File: config.mk
export PLATFORM = sky130hd
export DESIGN_NAME = multiplexed_echo_ranger_top
export DESIGN_NICKNAME = d
export VERILOG_FILES = /design/src/mer_pkg.sv /design/src/mer_ram.sv /design/src/multiplexed_echo_ranger_top.sv
export SDC_FILE = /design/constraint.sdc
export NUM_CORES = 1
export LEC_CHECK = 0
export ABC_CLOCK_PERIOD_IN_PS = 11860
export CAP_MARGIN = 20
export CORE_MARGIN = 2
export CORE_UTILIZATION = 60
export DETAILED_ROUTE_END_ITERATION = 6
export DONT_BUFFER_PORTS = 1
export PLACE_DENSITY = 0.87
export SYNTH_ARGS = -nofsm -noshare
export SYNTH_HDL_FRONTEND = slang
export SYNTH_SLANG_ARGS = --single-unit
File: constraint.sdc
create_clock -name clk_i -period 11.86 [get_ports clk_i]
set_input_delay 0.593 -clock clk_i [delete_from_list [all_inputs] [get_ports clk_i]]
set_output_delay 0.593 -clock clk_i [all_outputs]
set_load 0.01 [all_outputs]
File: src/mer_pkg.sv
`default_nettype none

package mer_pkg;

  localparam int unsigned SENSORS_DEF = 4;

  localparam int unsigned OP_W      = 3;
  localparam int unsigned SENS_W    = 4;
  localparam int unsigned RIDX_W    = 8;
  localparam int unsigned DIST_W    = 16;
  localparam int unsigned TICK_W    = 32;
  localparam int unsigned TMO_W     = 24;
  localparam int unsigned CFG_W     = 24;
  localparam int unsigned CFG_IDX_W = 2;
  localparam int unsigned CNT_W     = $clog2(TICK_W);

  localparam logic [DIST_W-1:0] TPU_RST    = DIST_W'(148);
  localparam logic [TMO_W-1:0]  TMO_RST    = TMO_W'(38000);
  localparam logic [DIST_W-1:0] MAXR_RST   = DIST_W'(400);
  localparam logic [CNT_W-1:0]  DIV_LAST   = CNT_W'(TICK_W - 1);

  typedef enum logic [CFG_IDX_W-1:0] {
    CFG_TICKS_PER_UNIT = 2'd0,
    CFG_TIMEOUT_TICKS  = 2'd1,
    CFG_MAX_RANGE      = 2'd2
  } cfg_idx_e;

  typedef enum logic [OP_W-1:0] {
    OP_TICK  = 3'd0,
    OP_RISE  = 3'd1,
    OP_FALL  = 3'd2,
    OP_READ  = 3'd3,
    OP_START = 3'd4
  } op_e;

  typedef enum logic [2:0] {
    ST_IDLE,
    ST_EXEC,
    ST_DIV,
    ST_RDNEAR,
    ST_CMP,
    ST_RDOUT,
    ST_DONE
  } state_e;

  typedef struct packed {
    logic              fire_trigger;
    logic [SENS_W-1:0] trigger_sensor;
    logic              measured;
    logic              timed_out;
    logic [DIST_W-1:0] measured_distance;
    logic              read_valid;
    logic [DIST_W-1:0] read_distance;
    logic [SENS_W-1:0] closest_sensor;
    logic [SENS_W-1:0] current_sensor;
  } res_t;

endpackage

`default_nettype wire

File: src/mer_ram.sv
`default_nettype none

module mer_ram #(
  parameter int unsigned WIDTH = mer_pkg::DIST_W,
  parameter int unsigned DEPTH = mer_pkg::SENSORS_DEF,
  localparam int unsigned AW = (DEPTH > 1) ? $clog2(DEPTH) : 1
) (
  input  wire logic             clk_i,
  input  wire logic             we_i,
  input  wire logic [AW-1:0]    waddr_i,
  input  wire logic [WIDTH-1:0] wdata_i,
  input  wire logic [AW-1:0]    raddr_i,
  output logic      [WIDTH-1:0] rdata_o
);

  logic [WIDTH-1:0] mem_q [DEPTH];

  always_ff @(posedge clk_i) begin
    if (we_i) begin
      mem_q[waddr_i] <= wdata_i;
    end
    rdata_o <= mem_q[raddr_i];
  end

endmodule

`default_nettype wire

File: src/multiplexed_echo_ranger_top.sv
// Multiplexed echo ranger: scans SENSORS ultrasonic rangers in turn.
// Input channel (in_valid_i/in_ready_o) carries one transaction per event:
// tick, echo rising, echo falling, distance read or scan start. Output
// channel (out_valid_o/out_ready_i) returns exactly one result per input
// transaction, in order. Configuration is a plain write port
// (cfg_we_i, cfg_index_i, cfg_data_i), taken at once, no read-back.
// One transaction is processed at a time. Tick, rise, start and ignored
// transactions pass from acceptance through an execute state to the output
// load; a read of a valid index adds a state for the registered memory read.
// A falling edge on the current sensor is launched, runs through the
// bit-serial divider (one quotient bit per cycle), reads the closest
// sensor's distance from memory, does the compare and write-back and then
// loads the output register; a zero divisor skips the divider.
// The block returns to idle in the cycle after loading the result and
// takes a new transaction only then. The next transaction is accepted even
// if the receiver still stalls the output register; a further result then
// waits until it is taken.
// Reset clears all counters, the scan position, the closest index, and the
// per-sensor valid bits, so every stored distance reads as zero after reset.
`default_nettype none

module multiplexed_echo_ranger_top #(
  parameter int unsigned SENSORS = mer_pkg::SENSORS_DEF
) (
  input  wire logic                           clk_i,
  input  wire logic                           rst_ni,
  input  wire logic                           in_valid_i,
  output logic                                in_ready_o,
  input  wire logic [mer_pkg::OP_W-1:0]       operation_i,
  input  wire logic [mer_pkg::SENS_W-1:0]     echo_sensor_i,
  input  wire logic [mer_pkg::RIDX_W-1:0]     read_index_i,
  output logic                                out_valid_o,
  input  wire logic                           out_ready_i,
  output logic                                fire_trigger_o,
  output logic      [mer_pkg::SENS_W-1:0]     trigger_sensor_o,
  output logic                                measured_o,
  output logic                                timed_out_o,
  output logic      [mer_pkg::DIST_W-1:0]     measured_distance_o,
  output logic                                read_valid_o,
  output logic      [mer_pkg::DIST_W-1:0]     read_distance_o,
  output logic      [mer_pkg::SENS_W-1:0]     closest_sensor_o,
  output logic      [mer_pkg::SENS_W-1:0]     current_sensor_o,
  input  wire logic                           cfg_we_i,
  input  wire logic [mer_pkg::CFG_IDX_W-1:0]  cfg_index_i,
  input  wire logic [mer_pkg::CFG_W-1:0]      cfg_data_i
);

  localparam int unsigned IDX_W = (SENSORS > 1) ? $clog2(SENSORS) : 1;
  localparam logic [mer_pkg::SENS_W-1:0] LAST_SENS = mer_pkg::SENS_W'(SENSORS - 1);
  localparam logic [mer_pkg::RIDX_W-1:0] SENS_CNT  = mer_pkg::RIDX_W'(SENSORS);

  mer_pkg::state_e state_q, state_d;

  logic [mer_pkg::DIST_W-1:0] tpu_q;
  logic [mer_pkg::TMO_W-1:0]  tmo_q;
  logic [mer_pkg::DIST_W-1:0] maxr_q;

  logic [mer_pkg::OP_W-1:0]   op_q, op_d;
  logic [mer_pkg::SENS_W-1:0] esens_q, esens_d;
  logic [mer_pkg::RIDX_W-1:0] ridx_q, ridx_d;

  logic [mer_pkg::TICK_W-1:0] tick_q, tick_d;
  logic [mer_pkg::TICK_W-1:0] rise_q, rise_d;
  logic [mer_pkg::SENS_W-1:0] active_q, active_d;
  logic [mer_pkg::SENS_W-1:0] nearest_q, nearest_d;
  logic                       armed_q, armed_d;
  logic [mer_pkg::TMO_W-1:0]  left_q, left_d;
  logic [SENSORS-1:0]         vld_q, vld_d;

  logic [mer_pkg::DIST_W-1:0] rem_q, rem_d;
  logic [mer_pkg::TICK_W-1:0] quo_q, quo_d;
  logic [mer_pkg::CNT_W-1:0]  cnt_q, cnt_d;

  mer_pkg::res_t res_q, res_d;
  mer_pkg::res_t out_q, out_d;
  logic          out_valid_q, out_valid_d;

  logic                       ram_we;
  logic [IDX_W-1:0]           ram_waddr;
  logic [mer_pkg::DIST_W-1:0] ram_wdata;
  logic [IDX_W-1:0]           ram_raddr;
  logic [mer_pkg::DIST_W-1:0] ram_rdata;

  logic [mer_pkg::SENS_W-1:0] next_act;
  logic [mer_pkg::DIST_W:0]   trial;
  logic [mer_pkg::DIST_W:0]   trial_sub;
  logic                       trial_ge;
  logic [mer_pkg::DIST_W-1:0] dist_sat;
  logic [mer_pkg::DIST_W-1:0] near_dist;

  mer_ram #(
    .WIDTH (mer_pkg::DIST_W),
    .DEPTH (SENSORS)
  ) u_dist_ram (
    .clk_i   (clk_i),
    .we_i    (ram_we),
    .waddr_i (ram_waddr),
    .wdata_i (ram_wdata),
    .raddr_i (ram_raddr),
    .rdata_o (ram_rdata)
  );

  assign next_act  = (active_q == LAST_SENS) ? '0 : active_q + 1'b1;
  assign trial     = {rem_q, quo_q[mer_pkg::TICK_W-1]};
  assign trial_ge  = trial >= {1'b0, tpu_q};
  assign trial_sub = trial - {1'b0, tpu_q};
  assign dist_sat  = (|quo_q[mer_pkg::TICK_W-1:mer_pkg::DIST_W]) ? '1
                                                                 : quo_q[mer_pkg::DIST_W-1:0];
  assign near_dist = vld_q[nearest_q[IDX_W-1:0]] ? ram_rdata : '0;

  always_ff @(posedge clk_i or negedge rst_ni) begin
    if (!rst_ni) begin
      tpu_q  <= mer_pkg::TPU_RST;
      tmo_q  <= mer_pkg::TMO_RST;
      maxr_q <= mer_pkg::MAXR_RST;
    end else if (cfg_we_i) begin
      unique case (cfg_index_i)
        mer_pkg::CFG_TICKS_PER_UNIT: tpu_q  <= cfg_data_i[mer_pkg::DIST_W-1:0];
        mer_pkg::CFG_TIMEOUT_TICKS:  tmo_q  <= cfg_data_i[mer_pkg::TMO_W-1:0];
        mer_pkg::CFG_MAX_RANGE:      maxr_q <= cfg_data_i[mer_pkg::DIST_W-1:0];
        default: ;
      endcase
    end
  end

  always_ff @(posedge clk_i or negedge rst_ni) begin
    if (!rst_ni) begin
      state_q     <= mer_pkg::ST_IDLE;
      tick_q      <= '0;
      rise_q      <= '0;
      active_q    <= '0;
      nearest_q   <= '0;
      armed_q     <= 1'b0;
      left_q      <= '0;
      vld_q       <= '0;
      cnt_q       <= '0;
      out_valid_q <= 1'b0;
    end else begin
      state_q     <= state_d;
      tick_q      <= tick_d;
      rise_q      <= rise_d;
      active_q    <= active_d;
      nearest_q   <= nearest_d;
      armed_q     <= armed_d;
      left_q      <= left_d;
      vld_q       <= vld_d;
      cnt_q       <= cnt_d;
      out_valid_q <= out_valid_d;
    end
  end

  always_ff @(posedge clk_i) begin
    op_q    <= op_d;
    esens_q <= esens_d;
    ridx_q  <= ridx_d;
    rem_q   <= rem_d;
    quo_q   <= quo_d;
    res_q   <= res_d;
    out_q   <= out_d;
  end

  always_comb begin
    state_d     = state_q;
    op_d        = op_q;
    esens_d     = esens_q;
    ridx_d      = ridx_q;
    tick_d      = tick_q;
    rise_d      = rise_q;
    active_d    = active_q;
    nearest_d   = nearest_q;
    armed_d     = armed_q;
    left_d      = left_q;
    vld_d       = vld_q;
    rem_d       = rem_q;
    quo_d       = quo_q;
    cnt_d       = cnt_q;
    res_d       = res_q;
    out_d       = out_q;
    out_valid_d = out_valid_q;
    in_ready_o  = 1'b0;
    ram_we      = 1'b0;
    ram_waddr   = active_q[IDX_W-1:0];
    ram_wdata   = dist_sat;
    ram_raddr   = ridx_q[IDX_W-1:0];

    if (out_valid_q && out_ready_i) begin
      out_valid_d = 1'b0;
    end

    unique case (state_q)
      mer_pkg::ST_IDLE: begin
        in_ready_o = 1'b1;
        if (in_valid_i) begin
          op_d    = operation_i;
          esens_d = echo_sensor_i;
          ridx_d  = read_index_i;
          state_d = mer_pkg::ST_EXEC;
        end
      end

      mer_pkg::ST_EXEC: begin
        res_d   = '0;
        state_d = mer_pkg::ST_DONE;
        unique case (op_q)
          mer_pkg::OP_TICK: begin
            tick_d = tick_q + 1'b1;
            if (armed_q) begin
              if (left_q <= mer_pkg::TMO_W'(1)) begin
                left_d                  = '0;
                armed_d                 = 1'b0;
                ram_we                  = 1'b1;
                ram_wdata               = maxr_q;
                vld_d[active_q[IDX_W-1:0]] = 1'b1;
                res_d.measured          = 1'b1;
                res_d.timed_out         = 1'b1;
                res_d.measured_distance = maxr_q;
                res_d.fire_trigger      = 1'b1;
                res_d.trigger_sensor    = next_act;
                active_d                = next_act;
              end else begin
                left_d = left_q - 1'b1;
              end
            end
          end
          mer_pkg::OP_RISE: begin
            if (esens_q == active_q) begin
              rise_d  = tick_q;
              left_d  = tmo_q;
              armed_d = 1'b1;
            end
          end
          mer_pkg::OP_FALL: begin
            if (esens_q == active_q) begin
              armed_d = 1'b0;
              left_d  = '0;
              rem_d   = '0;
              cnt_d   = '0;
              if (tpu_q == '0) begin
                quo_d   = '1;
                state_d = mer_pkg::ST_RDNEAR;
              end else begin
                quo_d   = tick_q - rise_q;
                state_d = mer_pkg::ST_DIV;
              end
            end
          end
          mer_pkg::OP_READ: begin
            if (ridx_q < SENS_CNT) begin
              state_d = mer_pkg::ST_RDOUT;
            end
          end
          mer_pkg::OP_START: begin
            armed_d              = 1'b0;
            left_d               = '0;
            active_d             = '0;
            res_d.fire_trigger   = 1'b1;
            res_d.trigger_sensor = '0;
          end
          default: ;
        endcase
      end

      mer_pkg::ST_DIV: begin
        rem_d = trial_ge ? trial_sub[mer_pkg::DIST_W-1:0] : trial[mer_pkg::DIST_W-1:0];
        quo_d = {quo_q[mer_pkg::TICK_W-2:0], trial_ge};
        cnt_d = cnt_q + 1'b1;
        if (cnt_q == mer_pkg::DIV_LAST) begin
          state_d = mer_pkg::ST_RDNEAR;
        end
      end

      mer_pkg::ST_RDNEAR: begin
        ram_raddr = nearest_q[IDX_W-1:0];
        state_d   = mer_pkg::ST_CMP;
      end

      mer_pkg::ST_CMP: begin
        ram_we                     = 1'b1;
        vld_d[active_q[IDX_W-1:0]] = 1'b1;
        if (dist_sat < near_dist) begin
          nearest_d = active_q;
        end
        res_d.measured          = 1'b1;
        res_d.measured_distance = dist_sat;
        res_d.fire_trigger      = 1'b1;
        res_d.trigger_sensor    = next_act;
        active_d                = next_act;
        state_d                 = mer_pkg::ST_DONE;
      end

      mer_pkg::ST_RDOUT: begin
        res_d.read_valid    = 1'b1;
        res_d.read_distance = vld_q[ridx_q[IDX_W-1:0]] ? ram_rdata : '0;
        state_d             = mer_pkg::ST_DONE;
      end

      mer_pkg::ST_DONE: begin
        if (!out_valid_q || out_ready_i) begin
          out_d                = res_q;
          out_d.closest_sensor = nearest_q;
          out_d.current_sensor = active_q;
          out_valid_d          = 1'b1;
          state_d              = mer_pkg::ST_IDLE;
        end
      end

      default: state_d = mer_pkg::ST_IDLE;
    endcase
  end

  assign out_valid_o         = out_valid_q;
  assign fire_trigger_o      = out_q.fire_trigger;
  assign trigger_sensor_o    = out_q.trigger_sensor;
  assign measured_o          = out_q.measured;
  assign timed_out_o         = out_q.timed_out;
  assign measured_distance_o = out_q.measured_distance;
  assign read_valid_o        = out_q.read_valid;
  assign read_distance_o     = out_q.read_distance;
  assign closest_sensor_o    = out_q.closest_sensor;
  assign current_sensor_o    = out_q.current_sensor;

endmodule

`default_nettype wire

# Word level (Yosys, flattened, before mapping)
# Memories as Yosys holds them, arrays and structs flattened. A register that Yosys moved wholly into a read port is not among the register bits.
# Cells that the tools add are included.
[word_totals]
output_inout_bits = 50
elab_cells = 177
mem_bits_rw = 64
input_bits = 46
latch_bits = 0
ff_bits = 317
rom_bits = 0
memories = 1
[classes]
n_reduce_logical = 29
n_div = 0
n_mul = 0
add_sub_neg = 6
n_lt_le_gt_ge = 8
shifts = 0
eq_ne = 29
n_bitwise = 1
mux = 69
[memory_table]
columns = ["memory", "words", "width", "read_ports", "rd_ports_with_merged_regs", "wr", "line_no", "source"]
rows = [
  ["u_dist_ram.mem_q", 4, 16, 1, 1, 1, "mer_ram.sv:16", "logic [WIDTH-1:0] mem_q [DEPTH];"],
]
[op_table]
columns = ["op", "count"]
rows = [
  ["$mux W16", 10],
  ["$mux W24", 4],
  ["$mux W32", 3],
  ["$pmux W24 S4", 1],
  ["$pmux W16 S2", 2],
  ["$pmux W32 S2", 1],
  ["$mux W23", 2],
  ["$pmux W17 S2", 1],
  ["$add A32 B1 Y32 const B", 1],
  ["$sub A32 B32 Y32", 1],
  ["$le A24 B1 Y1 const B", 1],
  ["$mux W4", 6],
  ["$pmux W4 S2", 3],
  ["$sub A24 B1 Y24 const B", 1],
  ["$pmux W5 S2", 2],
  ["$mux W18", 1],
  ["$ne A2 B2 Y1 const B", 9],
  ["$pmux W3 S6", 1],
  ["$ge A17 B16 Y1", 1],
  ["$mux W1", 17],
  ["$logic_not A16 Y1", 1],
  ["$lt A16 B16 Y1", 1],
  ["$reduce_and A2 Y1", 8],
  ["$reduce_or A16 Y1", 1],
  ["38 further kinds", 63],
]

# Depth between registers and ports, before layout
[logic_depth]
ltp_word = 9
ltp_mapped = 13
depth_no_buf = 13

# Modules after synthesis
# A second synthesis with hierarchy kept.
[unflattened]
hier_cells = 1611
hier_area_um2 = 18956.9
[by_module_without_submodules]
columns = ["mod", "cells_each", "seq_area_each_um2", "instances", "area_each_um2"]
rows = [
  ["multiplexed_echo_ranger_top", 1507, 8703.3, 1, 16259.3],
  ["mer_ram", 104, 2242.2, 1, 2697.6],
]

# Worst setup path after synthesis
# Ideal clock, no wire load.
[synth_path]
path_kind = "reg-to-reg"
startpoint = "register active_q[0] in the netlist's numbering"
endpoint = "register cnt_q[0] in the netlist's numbering"
required_time_ns = 11.531
setup_ns = 0.329
arrival_time_ns = 5.052
path_stages_with_launch = 7
path_buffers = 0
path_slack_ns = 6.479
synth_period_minus_slack_ns = 5.381
cell_sequence = "dfrtp_1 -> xor2_1 -> nor4_1 -> nor3b_1 -> nand2_1 -> o21ai_0 -> mux2i_1"
[synth_between]
elab_chain_len = 3
[synth_rtl]
columns = ["element", "line_no", "source"]
rows = [
  ["from (decl)", "multiplexed_echo_ranger_top.sv:64", "logic [mer_pkg::SENS_W-1:0] active_q, active_d;"],
  ["from (signal assigned)", "multiplexed_echo_ranger_top.sv:142", "active_q <= active_d;"],
  ["$eq A4 B4 Y1", "multiplexed_echo_ranger_top.sv:233", "if (esens_q == active_q) begin"],
  ["$ne A2 B2 Y1 (no line)", "--", ""],
  ["$reduce_and A3 Y1 (no line)", "--", ""],
  ["to (signal assigned)", "multiplexed_echo_ranger_top.sv:147", "cnt_q <= cnt_d;"],
  ["to (decl)", "multiplexed_echo_ranger_top.sv:72", "logic [mer_pkg::CNT_W-1:0] cnt_q, cnt_d;"],
]
# Every way passes these cells.
# A chain may end at the register's enable or synchronous reset.

# Worst setup path in the final report
[layout_path]
startpoint = "register quo_q[29] in the netlist's numbering"
endpoint = "register nearest_q[3] in the netlist's numbering"
[layout_between]
elab_chain_len = 4
[layout_rtl]
columns = ["element", "line_no", "source"]
rows = [
  ["from (decl)", "multiplexed_echo_ranger_top.sv:71", "logic [mer_pkg::TICK_W-1:0] quo_q, quo_d;"],
  ["from (signal assigned)", "multiplexed_echo_ranger_top.sv:157", "quo_q <= quo_d;"],
  ["$reduce_or A16 Y1", "multiplexed_echo_ranger_top.sv:107", "assign dist_sat = (|quo_q[mer_pkg::TICK_W-1:mer_pkg::DIST_W]) ? '1"],
  ["$mux W16", "multiplexed_echo_ranger_top.sv:107", ""],
  ["$lt A16 B16 Y1", "multiplexed_echo_ranger_top.sv:280", "if (dist_sat < near_dist) begin"],
  ["$reduce_and A2 Y1 (no line)", "--", ""],
  ["to (signal assigned)", "multiplexed_echo_ranger_top.sv:143", "nearest_q <= nearest_d;"],
  ["to (decl)", "multiplexed_echo_ranger_top.sv:65", "logic [mer_pkg::SENS_W-1:0] nearest_q, nearest_d;"],
]
# Every way passes these cells.

==> reports/results.txt <==
Top post-synthesis cells by area -> edfxtp_1 (35%), dfrtp_1 (21%), ha_1 (4.7%), o21ai_0 (3.8%), mux2_2 (2.9%)
Worst Path Arrival -> 4.32 ns
Placed cells -> 1952
Crit path launch type -> flip-flop
Number of flops mapped to enable cells by yosys -> 215
Yosys synthesis warning count -> 0
Placed cell areas -> 19060 sq um
TritonCTS clock tree -> built
N_diodes -> 0
Vias -> 12790
Clk pwr share -> 26.9%
1st-pass router iterations -> 7
Largest net degree at the start of global routing -> 167
Layout cells sized above 1 -> 11.20%
Chip width -> 180.6 um
Pint -> 3.042 mW
Core Area -> 30670 sq um
Global-route wire length before repair -> 67210 um
Row cnt -> 64
Top FF cell, synth -> edfxtp_1
DR WL/cell -> 20.78 um
Nets -> 1721
Syn-to-layout area delta -> 9.195%
Max Buffers Root-to-Sink -> 3
Skew final -> 0.01579 ns
Clk sinks -> 397
Max Cap Viol -> 0
Drc violations -> 0
Worst min path class -> primary input to async pin
Fin crit share -> 32.78%
Storage element area -> 10950 sq um
Synth async-reset ratio -> 41.81%
Pwr per Cell Area -> 226.3 nW/um^2
Crit path time final -> 3.888 ns
Post-route antenna net violation count -> 0
Worst-Skew Late Latency -> 0.55 ns
VDD IR max -> 131.1 uV
Total congestion overflow -> 0
Most frequent cells in the layout -> edfxtp_1 (215), dfrtp_1 (154), nand2_1 (141)
Post-Syn Nets -> 1730
Setup CP Type -> flip-flop to flip-flop
Vias per cell -> 6.300
Footprint of the multi-input gates -> 7211 sq um
Filler cells -> 2067
Total global-route track usage -> 25.65%
Final hold vios -> 0
Starting density of the core -> 61.01%
Vias in the first global route -> 12500
Area leader, netlist -> edfxtp_1
Worst Tran Pin Value -> 1.042 ns
Mapped Cells -> 1611
Postcts setup bufs -> 0
Clock slew at reported path FFs -> 0.06 ns
Final max-slew violation count -> 0
Initial antenna violation count -> 0
Leakage -> 7.949 nW
RSZ-0062 raised after global routing -> false
Netlist cell types -> 72
Initial DRC Count -> 1326
Hpwl dp -> 28490 um
Switching power -> 1.580 mW
Mapped Area -> 18710 sq um
I/O Pins -> 96
Final setup vio count -> 0
Post-synthesis sequential area ratio -> 58.50%
Sum Neg Setup Slack -> 0 ns
Final wirelength -> 42190 um
FMAX -> 257.2 MHz
Die area -> 32610 sq um
Worst EP required -> 12.29 ns
Chip Height -> 180.6 um
Combinational power share -> 29.6%
Sequential fraction of design power -> 43.6%
Status -> complete, no violations
Post-synthesis register bit count -> 397
Max_slew headroom -> 30.53%
CTS buffer count -> 40
Worst Path Max Fanout -> 16
Number of port buffers -> 0
Final Wtd Congestion -> 0.9129
Area share of the largest cell type after synthesis -> 34.51%
Most common cell after layout, fill and taps aside -> edfxtp_1
Sw Share -> 34.19%
Clock Root Buffer -> clkbuf_16
Fin cells -> 2030
Mean post-synth cell area -> 11.61 sq um
Fin area -> 20430 sq um
CP endpoint kind -> flip-flop
H-tree depth -> 2
-- power by group through the flow --
stage | combinational [mW] | sequential (mW) | clock, mW
after floorplan | 1.01 | 1.96 | 0
after global placement | 1.22 | 2.02 | 0
after detailed placement | 1.30 | 2.03 | 0
after CTS | 1.33 | 2.01 | 1.25
after global routing | 1.50 | 2.04 | 1.31
final | 1.37 | 2.01 | 1.24
-- cells by family (layout without fill, tap and decap cells) --
group	count (synthesis)	in the layout	synth area share, %
and+or+nand+nor	460	460	12.09
DFF	397	397	58.50
AOI/OAI and AO/OA	385	385	12.53
buffers and inverters	151	174	3.130
xor gates and xnor gates	74	74	3.464
adders and majority gates	73	73	4.962
muxes	71	71	5.330
-- Yosys cell counts, drive strengths merged, types with 3 or more instances --
cell      n
o21a      8
o21bai    6
ha       71
edfxtp  215
and4      6
nand2   143
a21oi    97
and2     34
inv      84
o211ai    8
a21o     24
nor2    113
buf      14
clkbuf   53
mux2i     4
a211o     4
dfxtp    16
nor4     20
a32oi     6
xor2     30
nand2b   10
nor3     23
dfrtp   154
nand4    14
xnor2    44
or3       5
mux4     18
nand3    38
a22oi    14
and3     18
o22a     20
a211oi   14
o21ai   146
nand3b    4
o31ai     4
nor2b    17
nor3b     3
a31oi    16
or4       4
mux2     49
or2       6
dfstp    12
-- repair_timing --
action / CTS / global route
hold buffers: 1 / 0
endpoints found under the hold margin: 166 / 0
resized for setup: 0 / 0
-- state kept, by name (all words and copies together) (netlist names), 4 cells and up --
name                 count
u_dist_ram.mem_q        64
res_q                   40
quo_q                   32
rise_q                  32
tick_q                  32
left_q                  24
tmo_q                   24
maxr_q                  16
measured_distance_o     16
read_distance_o         16
rem_q                   16
tpu_q                   16
u_dist_ram.rdata_o      16
ridx_q                   8
cnt_q                    5
active_q                 4
closest_sensor_o         4
current_sensor_o         4
esens_q                  4
nearest_q                4
trigger_sensor_o         4
vld_q                    4
-- critical path, stage by stage (launching register included) --
cell,delay [ns]
edfxtp_1,0.40
nor4_1,0.44
nand4_1,0.62
nor2_1,0.41
inv_1,0.10
ha_1,0.33
a21o_1,0.19
a21o_1,0.16
a21oi_1,0.17
o211ai_1,0.10
a31oi_1,0.18
o211a_1,0.29
mux2_2,0.37
-- layout make-up --
type,instances,share of cell area (%)
inverters,84,1.543
flip-flops and latches,397,53.57
repair buffers,16,0.8206
well taps,396,2.425
clock inverters,17,0.7165
clock buffers,57,5.628
multi-input cells,1063,35.29
-- final timing paths --
check | startpoint | to | slack [ns] | cells after the start
max | quo_q[29] | nearest_q[3] | 7.97 | 12
min | rst_ni | tmo_q[1] | 0.09 | 1
max reg2reg | quo_q[29] | nearest_q[3] | 7.97 | 12
min reg2reg | res_q[20] | read_distance_o[12] | 0.42 | 0
max in group asynchronous | rst_ni | rise_q[1] | 11.21 | 1
min in group clk_i | read_index_i[2] | ridx_q[2] | 0.14 | 0
-- per-stage QoR --
step	worst slack (ns)	utilization [%]	hold WS, ns	total power [mW]
final	7.972	66.62	0.09265	4.623
after global routing	7.823	66.62	0.1241	4.845
after CTS	8.072	66.45	0.1229	4.599
after detailed placement	8.102	62.14	0.3111	3.333
after global placement	8.339	62.14	0.3115	3.238
after floorplan	6.479	-	0.2974	2.977
-- routing by layer --
metal / vias up / GRT usage [%] / part of all wire (%)
li1: 5831 / - / -
met1: 6256 / 34.48 / 40
met2: 607 / 43.42 / 50
met3: 95 / 3.658 / 7.3
met4: 0 / 8.290 / 2.9
met5: - / 0 / 0
Note: power is estimated with default switching activity, not from simulation.
